## src/hw/rtl/ipv4fv_pkg.sv

```systemverilog
// shared constants and types for the ipv4 frame validator
package ipv4fv_pkg;

  localparam int unsigned ByteW  = 8;
  localparam int unsigned CountW = 16;

  // byte positions of the captured header fields
  localparam logic [CountW-1:0] PosEtherHi  = 16'd12;
  localparam logic [CountW-1:0] PosEtherLo  = 16'd13;
  localparam logic [CountW-1:0] PosVerIhl   = 16'd14;
  localparam logic [CountW-1:0] PosTotLenHi = 16'd16;
  localparam logic [CountW-1:0] PosTotLenLo = 16'd17;
  localparam logic [CountW-1:0] PosProto    = 16'd23;

  localparam logic [CountW-1:0] CountMax   = 16'hffff;
  localparam logic [CountW-1:0] EthHdrLen  = 16'd14;
  localparam logic [CountW-1:0] MinFrameLen = 16'd34;

  localparam logic [15:0]      EtherTypeIpv4 = 16'h0800;
  localparam logic [ByteW-1:0] ProtoTcp      = 8'd6;
  localparam logic [ByteW-1:0] ProtoUdp      = 8'd17;
  localparam logic [3:0]       IpVersion4    = 4'd4;
  localparam logic [ByteW-1:0] VersionMask   = 8'hf0;
  localparam logic [ByteW-1:0] IhlMask       = 8'h0f;

  typedef struct packed {
    logic [ByteW-1:0] data_byte;
    logic             last_byte;
  } byte_item_t;

endpackage

```

## src/hw/rtl/ipv4fv_if.sv

```systemverilog
// valid/ready channel interfaces for frame bytes and accept results
interface ipv4fv_byte_if;
  logic                          valid;
  logic                          ready;
  logic [ipv4fv_pkg::ByteW-1:0]  data_byte;
  logic                          last_byte;

  modport source (output valid, output data_byte, output last_byte, input ready);
  modport sink   (input valid, input data_byte, input last_byte, output ready);
endinterface

interface ipv4fv_result_if;
  logic valid;
  logic ready;
  logic accept;

  modport source (output valid, output accept, input ready);
  modport sink   (input valid, input accept, output ready);
endinterface

```

## src/hw/rtl/ipv4_l4_frame_validator_unit.sv

```systemverilog
// top level of the ipv4 tcp/udp frame validator
//
//   channel    dir  payload               transfer
//   byte_i     in   data_byte, last_byte  one frame byte
//   result_o   out  accept                one flag per frame, on its last byte
//
// one byte per cycle sustained while result_o is not stalled; a byte passes
// an input register, then the counter/capture/check logic writes the result
// register, so result valid follows the last byte through both registers.
// reset clears the byte counter, captured fields and both valid flags.
// a stalled result holds the parser; the input register keeps taking bytes
// until it too is full, then byte_i.ready drops.
module ipv4_l4_frame_validator_unit (
  input  logic             clk_i,
  input  logic             rst_ni,
  ipv4fv_byte_if.sink      byte_i,
  ipv4fv_result_if.source  result_o
);

  logic                   stage_valid;
  ipv4fv_pkg::byte_item_t stage_item;
  logic                   take;

  ipv4fv_in_stage u_in_stage (
    .clk_i   (clk_i),
    .rst_ni  (rst_ni),
    .byte_i  (byte_i),
    .take_i  (take),
    .valid_o (stage_valid),
    .item_o  (stage_item)
  );

  ipv4fv_parser u_parser (
    .clk_i    (clk_i),
    .rst_ni   (rst_ni),
    .valid_i  (stage_valid),
    .item_i   (stage_item),
    .take_o   (take),
    .result_o (result_o)
  );

endmodule

```

## src/hw/rtl/ipv4fv_in_stage.sv

```systemverilog
// input register stage for incoming frame bytes
module ipv4fv_in_stage (
  input  logic                   clk_i,
  input  logic                   rst_ni,
  ipv4fv_byte_if.sink            byte_i,
  input  logic                   take_i,
  output logic                   valid_o,
  output ipv4fv_pkg::byte_item_t item_o
);

  logic                   valid_q, valid_d;
  ipv4fv_pkg::byte_item_t item_q, item_d;
  logic                   load;

  assign byte_i.ready = !valid_q || take_i;
  assign load         = byte_i.valid && byte_i.ready;

  always_comb begin
    valid_d = valid_q;
    item_d  = item_q;
    if (load) begin
      valid_d          = 1'b1;
      item_d.data_byte = byte_i.data_byte;
      item_d.last_byte = byte_i.last_byte;
    end else if (take_i) begin
      valid_d = 1'b0;
    end
  end

  always_ff @(posedge clk_i or negedge rst_ni) begin
    if (!rst_ni) begin
      valid_q <= 1'b0;
    end else begin
      valid_q <= valid_d;
    end
  end

  always_ff @(posedge clk_i) begin
    item_q <= item_d;
  end

  assign valid_o = valid_q;
  assign item_o  = item_q;

endmodule

```

## src/hw/rtl/ipv4fv_parser.sv

```systemverilog
// byte counter, header capture, frame check and result register
module ipv4fv_parser (
  input  logic                   clk_i,
  input  logic                   rst_ni,
  input  logic                   valid_i,
  input  ipv4fv_pkg::byte_item_t item_i,
  output logic                   take_o,
  ipv4fv_result_if.source        result_o
);

  logic [ipv4fv_pkg::CountW-1:0] count_q, count_d;
  logic [15:0]                   ether_q, ether_d;
  logic [ipv4fv_pkg::ByteW-1:0]  ver_ihl_q, ver_ihl_d;
  logic [15:0]                   tot_len_q, tot_len_d;
  logic [ipv4fv_pkg::ByteW-1:0]  proto_q, proto_d;
  logic                          out_valid_q, out_valid_d;
  logic                          accept_q, accept_d;

  logic                          out_free;
  logic [ipv4fv_pkg::CountW-1:0] frame_len;
  logic [16:0]                   tot_plus_hdr;
  logic [5:0]                    ihl_bytes;
  logic [3:0]                    version;
  logic                          frame_ok;

  assign out_free = !out_valid_q || result_o.ready;
  assign take_o   = valid_i && out_free;

  // frame length including the current byte, saturating
  assign frame_len = (count_q == ipv4fv_pkg::CountMax) ? ipv4fv_pkg::CountMax
                                                       : count_q + 16'd1;

  // all captured fields lie below the minimum length, so registered state suffices
  assign version = 4'((ver_ihl_q & ipv4fv_pkg::VersionMask) >> 4);

  ipv4fv_ihl_len u_ihl_len (
    .ver_ihl_i   (ver_ihl_q),
    .ihl_bytes_o (ihl_bytes)
  );

  assign tot_plus_hdr = {1'b0, tot_len_q} + {1'b0, ipv4fv_pkg::EthHdrLen};

  assign frame_ok = (frame_len >= ipv4fv_pkg::MinFrameLen)
                 && (ether_q == ipv4fv_pkg::EtherTypeIpv4)
                 && ((proto_q == ipv4fv_pkg::ProtoTcp) || (proto_q == ipv4fv_pkg::ProtoUdp))
                 && (version == ipv4fv_pkg::IpVersion4)
                 && (tot_plus_hdr <= {1'b0, frame_len})
                 && (tot_len_q >= {10'd0, ihl_bytes});

  always_comb begin
    count_d     = count_q;
    ether_d     = ether_q;
    ver_ihl_d   = ver_ihl_q;
    tot_len_d   = tot_len_q;
    proto_d     = proto_q;
    out_valid_d = out_valid_q && !result_o.ready;
    accept_d    = accept_q;
    if (take_o) begin
      case (count_q)
        ipv4fv_pkg::PosEtherHi:  ether_d[15:8]   = item_i.data_byte;
        ipv4fv_pkg::PosEtherLo:  ether_d[7:0]    = item_i.data_byte;
        ipv4fv_pkg::PosVerIhl:   ver_ihl_d       = item_i.data_byte;
        ipv4fv_pkg::PosTotLenHi: tot_len_d[15:8] = item_i.data_byte;
        ipv4fv_pkg::PosTotLenLo: tot_len_d[7:0]  = item_i.data_byte;
        ipv4fv_pkg::PosProto:    proto_d         = item_i.data_byte;
        default: ;
      endcase
      if (item_i.last_byte) begin
        out_valid_d = 1'b1;
        accept_d    = frame_ok;
        count_d     = '0;
        ether_d     = '0;
        ver_ihl_d   = '0;
        tot_len_d   = '0;
        proto_d     = '0;
      end else begin
        count_d = frame_len;
      end
    end
  end

  always_ff @(posedge clk_i or negedge rst_ni) begin
    if (!rst_ni) begin
      count_q     <= '0;
      ether_q     <= '0;
      ver_ihl_q   <= '0;
      tot_len_q   <= '0;
      proto_q     <= '0;
      out_valid_q <= 1'b0;
    end else begin
      count_q     <= count_d;
      ether_q     <= ether_d;
      ver_ihl_q   <= ver_ihl_d;
      tot_len_q   <= tot_len_d;
      proto_q     <= proto_d;
      out_valid_q <= out_valid_d;
    end
  end

  always_ff @(posedge clk_i) begin
    accept_q <= accept_d;
  end

  assign result_o.valid  = out_valid_q;
  assign result_o.accept = accept_q;

endmodule

```

## src/hw/rtl/ipv4l4fv_placeholder_unused.sv

```systemverilog
// header field check helper: ihl byte count
module ipv4fv_ihl_len (
  input  logic [7:0] ver_ihl_i,
  output logic [5:0] ihl_bytes_o
);
  assign ihl_bytes_o = {ver_ihl_i[3:0], 2'b00};
endmodule
```

## src/flat_wrapper.sv

```systemverilog
// flat-port wrapper written by rule: the top's interface ports become plain ports
module ipv4_l4_frame_validator_unit_flat 
  (clk_i, rst_ni, byte_i_valid, byte_i_data_byte, byte_i_last_byte, byte_i_ready, result_o_valid, result_o_accept, result_o_ready);
  ipv4fv_byte_if byte_i_i ();
  ipv4fv_result_if result_o_i ();
  input  logic clk_i;
  input  logic rst_ni;
  input wire logic [$bits(byte_i_i.valid)-1:0] byte_i_valid;
  input wire logic [$bits(byte_i_i.data_byte)-1:0] byte_i_data_byte;
  input wire logic [$bits(byte_i_i.last_byte)-1:0] byte_i_last_byte;
  output wire logic [$bits(byte_i_i.ready)-1:0] byte_i_ready;
  output wire logic [$bits(result_o_i.valid)-1:0] result_o_valid;
  output wire logic [$bits(result_o_i.accept)-1:0] result_o_accept;
  input wire logic [$bits(result_o_i.ready)-1:0] result_o_ready;
  assign byte_i_i.valid = byte_i_valid;
  assign byte_i_i.data_byte = byte_i_data_byte;
  assign byte_i_i.last_byte = byte_i_last_byte;
  assign byte_i_ready = byte_i_i.ready;
  assign result_o_valid = result_o_i.valid;
  assign result_o_accept = result_o_i.accept;
  assign result_o_i.ready = result_o_ready;
  ipv4_l4_frame_validator_unit u_core (.clk_i(clk_i), .rst_ni(rst_ni), .byte_i(byte_i_i), .result_o(result_o_i));
endmodule
```

## config.mk

```make
export PLATFORM = sky130hd
export DESIGN_NAME = ipv4_l4_frame_validator_unit_flat
export DESIGN_NICKNAME = d
export VERILOG_FILES = /design/src/hw/rtl/ipv4fv_pkg.sv /design/src/hw/rtl/ipv4fv_if.sv /design/src/hw/rtl/ipv4_l4_frame_validator_unit.sv /design/src/hw/rtl/ipv4fv_in_stage.sv /design/src/hw/rtl/ipv4fv_parser.sv /design/src/hw/rtl/ipv4l4fv_placeholder_unused.sv /design/src/flat_wrapper.sv
export SDC_FILE = /design/constraint.sdc
export NUM_CORES = 1
export LEC_CHECK = 0
export ABC_AREA = 0
export BUFFER_PORTS_ARGS = -buffer_cell sky130_fd_sc_hd__buf_2
export CAP_MARGIN = 10
export CORE_ASPECT_RATIO = 1.25
export CORE_MARGIN = 2
export CORE_UTILIZATION = 65
export DETAILED_ROUTE_END_ITERATION = 6
export PLACE_DENSITY = 0.83
export SYNTH_ARGS = -nofsm -noshare
export SYNTH_HDL_FRONTEND = slang
export SYNTH_SLANG_ARGS = --single-unit
export TNS_END_PERCENT = 10
```

## constraint.sdc

```tcl
create_clock -name clk_i -period 8.5 [get_ports clk_i]
set_input_delay 1.275 -clock clk_i [delete_from_list [all_inputs] [get_ports clk_i]]
set_output_delay 1.275 -clock clk_i [all_outputs]
set_load 0.005 [all_outputs]
```

==> run_results.csv <==
group,metric,value,unit
synth,synth.most_common_cell,"nand2_1",
sta,fin_tns_setup,0,ps
placed_design,place.gp.congestion,0.8080,
synth,synth_cells,495,
synth,ys_top_cells_by_area,"dfrtp_1, mux2i_1, edfxtp_1",
final_layout,insertedDiodeCount,0,
placed_design,io_buffer_count,15,
synth,synth_xor_area_share,3.971,%
synth,synth-seq-cells,76,
clock_tree,clock-root-buffer,"clkbuf_8",
min_path,hp-class,"flip-flop to flip-flop",
synth,synth_top_area_share,35.66,%
floorplan,rows,34,
critical_path,required,8720,ps
global_routing,grt_pass1_vias,3638,
sta,period_share,40.64,%
global_routing,grt_pass1_wl,17660,um
synth,ys.flop_type,"dfrtp_1",
critical_path,worstSetupStartpointType,"flip-flop",
critical_path,cp.arrival,3680,ps
synth,synth_top_area_cell,"dfrtp_1",
critical_path,crit_fanout,11,
synth,syn-num-nets,532,
floorplan,die_w,79.51,um
synth,synth_simple_gate_area_share,20.37,%
sta,fmax,0.2895,GHz
critical_path,worstSetupPathType,"flip-flop to flip-flop",
clock_tree,htreeDepth,3,
sta,hold_violations,0,
floorplan,start_util,66.80,%
clock_tree,clkTransAtPathRegs,80,ps
synth,synthArstFlopShare,86.84,%
sta,relSlewSlack,42.50,%
synth,netlist_top_cells_count,"nand2_1, dfrtp_1, mux2i_1",
route,avgViaCountPerCell,6.231,
clock_tree,clk-insertion-delay-late,360,ps
clock_tree,cts_sinks,76,
floorplan,dieArea,7822,um^2
run_status,status,"completed",
final_layout,final_core_util,71.08,%
sta,slew_violations,0,
job,drv_cap,0,
route,ant_nets,0,
synth,synth_edf_count,10,
synth,yosysUniqueCellTypes,59,
floorplan,fp.coreArea,6934,um^2
route,num_vias,3701,
synth,synthMuxAreaShare,10.16,%
global_routing,antenna_found_initial,0,
synth,syn_avg_cell_area,9.357,um^2
clock_tree,clockBufferDepth,2,
clock_tree,numCtsBuffers,9,
route,detail_route.drc_violations,0,
clock_tree,cts_tree,"done",
route,routedWlPerCell,18.08,um
pwr,p_leak,0.002272,uW
final_layout,layout.nets,536,
sta,setup_viol,0,
synth,synth-compound-area-share,13.21,%
pwr,peakVddDrop,0.1655,mV
synth,yosys.area_share.adder,6.699,%
clock_tree,hold_buffers,0,
synth,ys.warnings.count,0,
clock_tree,cts_setup_buffers,0,
route,first_iter_violations,202,
global_routing,grt_max_degree,67,
final_layout,drive_gt1_share,8.929,%
placed_design,hpwl,7439,um
route,dr.pass1.iters,5,
synth,yosysSeqAreaShare,42.14,%
pwr,powerDensity,166.5,nW/um^2
floorplan,die_h,98.38,um
final_layout,syn2layout_area_growth,6.402,%
sta,fin_crit,3454,ps
global_routing,grt_remaining_overflow,0,
synth,syn_area,4632,um^2
route,wl,10740,um
sta,max_slew.worst_pin.slew,856.1,ps
floorplan,num_io_pins,16,
synth,synth_top_family_by_area,"simple AND/OR/NAND/NOR gates",
sta,skew,9.420,ps
sta,rsz0062_at_grt,"no",
clock_tree,cts.repair.resized,0,
critical_path,crit_path_end_kind,"flip-flop",
global_routing,grt_usage,29.66,%
pwr,power,820.6,uW
==> registers in the layout, indices dropped and copies added (netlist names) <==
register                         count
u_core.u_parser.tot_len_q           16
u_core.u_parser.ether_q             16
u_core.u_parser.count_q             16
u_core.u_parser.result_o.accept      1
u_core.u_parser.proto_q              8
u_core.u_parser.ver_ihl_q            8
u_core.u_parser.result_o.valid       1
u_core.u_in_stage.valid_o            1
u_core.u_in_stage.item_o             9
==> cell type report <==
| class | instances | area [um^2] |
|---|---|---|
| flip-flops and latches | 76 | 1952 |
| clock buffers | 11 | 152.6 |
| well taps | 90 | 112.6 |
| repair buffers | 18 | 97.59 |
| inverters | 15 | 56.30 |
| multi-input cells | 379 | 2522 |
| fillers | 519 | 2006 |
| clock inverters | 5 | 35.03 |
==> path summary, 6_finish.rpt <==
| path | startpoint | endpoint | slack (ps) | depth (start not counted) |
|---|---|---|---|---|
| setup reg to reg | u_core.u_parser.count_q[1]$_DFFE_PN0P_ | u_core.u_parser.result_o.accept$_DFFE_PP_ | 5050 | 12 |
| hold / removal | u_core.u_parser.ether_q[2]$_DFFE_PN0P_ | u_core.u_parser.ether_q[2]$_DFFE_PN0P_ | 520 | 2 |
| hold reg to reg | u_core.u_parser.ether_q[2]$_DFFE_PN0P_ | u_core.u_parser.ether_q[2]$_DFFE_PN0P_ | 520 | 2 |
| min in group asynchronous | rst_ni | u_core.u_parser.count_q[2]$_DFFE_PN0P_ | 1090 | 2 |
| max in group asynchronous | rst_ni | u_core.u_parser.ether_q[10]$_DFFE_PN0P_ | 6830 | 2 |
| setup / recovery | u_core.u_parser.count_q[1]$_DFFE_PN0P_ | u_core.u_parser.result_o.accept$_DFFE_PP_ | 5050 | 12 |
==> cells by family after synthesis <==
group | after synthesis
buffers and inverters | 40
xor gates and xnor gates | 21
AOI/OAI and AO/OA | 103
and+or+nand+nor | 183
DFF | 76
adders and majority gates | 25
muxes | 47
==> layer usage <==
layer	up-vias	global-route usage [%]	wire (um)
li1	1783	-	-
met1	1787	35.39	4381
met2	104	50.23	5549
met3	27	6.192	453
met4	0	14.72	352
met5	-	0	0
==> report_power, final <==
part / switching [uW] / internal, uW / leakage (uW) / total [uW]
combinational: 85.0 / 56.9 / 0.00117 / 142
sequential: 24.9 / 392 / 0.00101 / 417
clock: 137 / 124 / 0.0000948 / 262
total: 247 / 573 / 0.00227 / 821
==> worst max-delay path, stage by stage (launching register included) <==
cell and delay [ps]:
dfrtp_1 420, ha_1 250, nand3_1 240, nor3_1 350, and2_1 440, a21oi_1 140
ha_1 340, and2_1 190, a221o_1 330, a21oi_1 140, o21ai_0 120, a211oi_1 210
o31a_1 160
==> placed cells by master (no fill, tap or decap), drive strengths merged, types with 11 or more instances in the layout <==
| cell type | instances |
|---|---|
| xnor2 | 14 |
| o21ai | 57 |
| nor2 | 26 |
| ha | 24 |
| dfrtp | 66 |
| buf | 18 |
| inv | 16 |
| mux2i | 47 |
| clkbuf | 11 |
| nor4 | 14 |
| a21oi | 13 |
| nand2 | 78 |
==> stage by stage <==
step                hold WS, ps  area (um^2)  instances  worst slack (ps)
CTS                       519.3         4928        594              5065
global placement          479.7         4741        578              5266
global route              541.5         4928        594              4754
finish                    518.2         4928        594              5046
floorplan                 463.2         4632        495              5687
detailed placement        502.7         4741        578              5112
No activity file was read; power rests on OpenSTA's default activity.
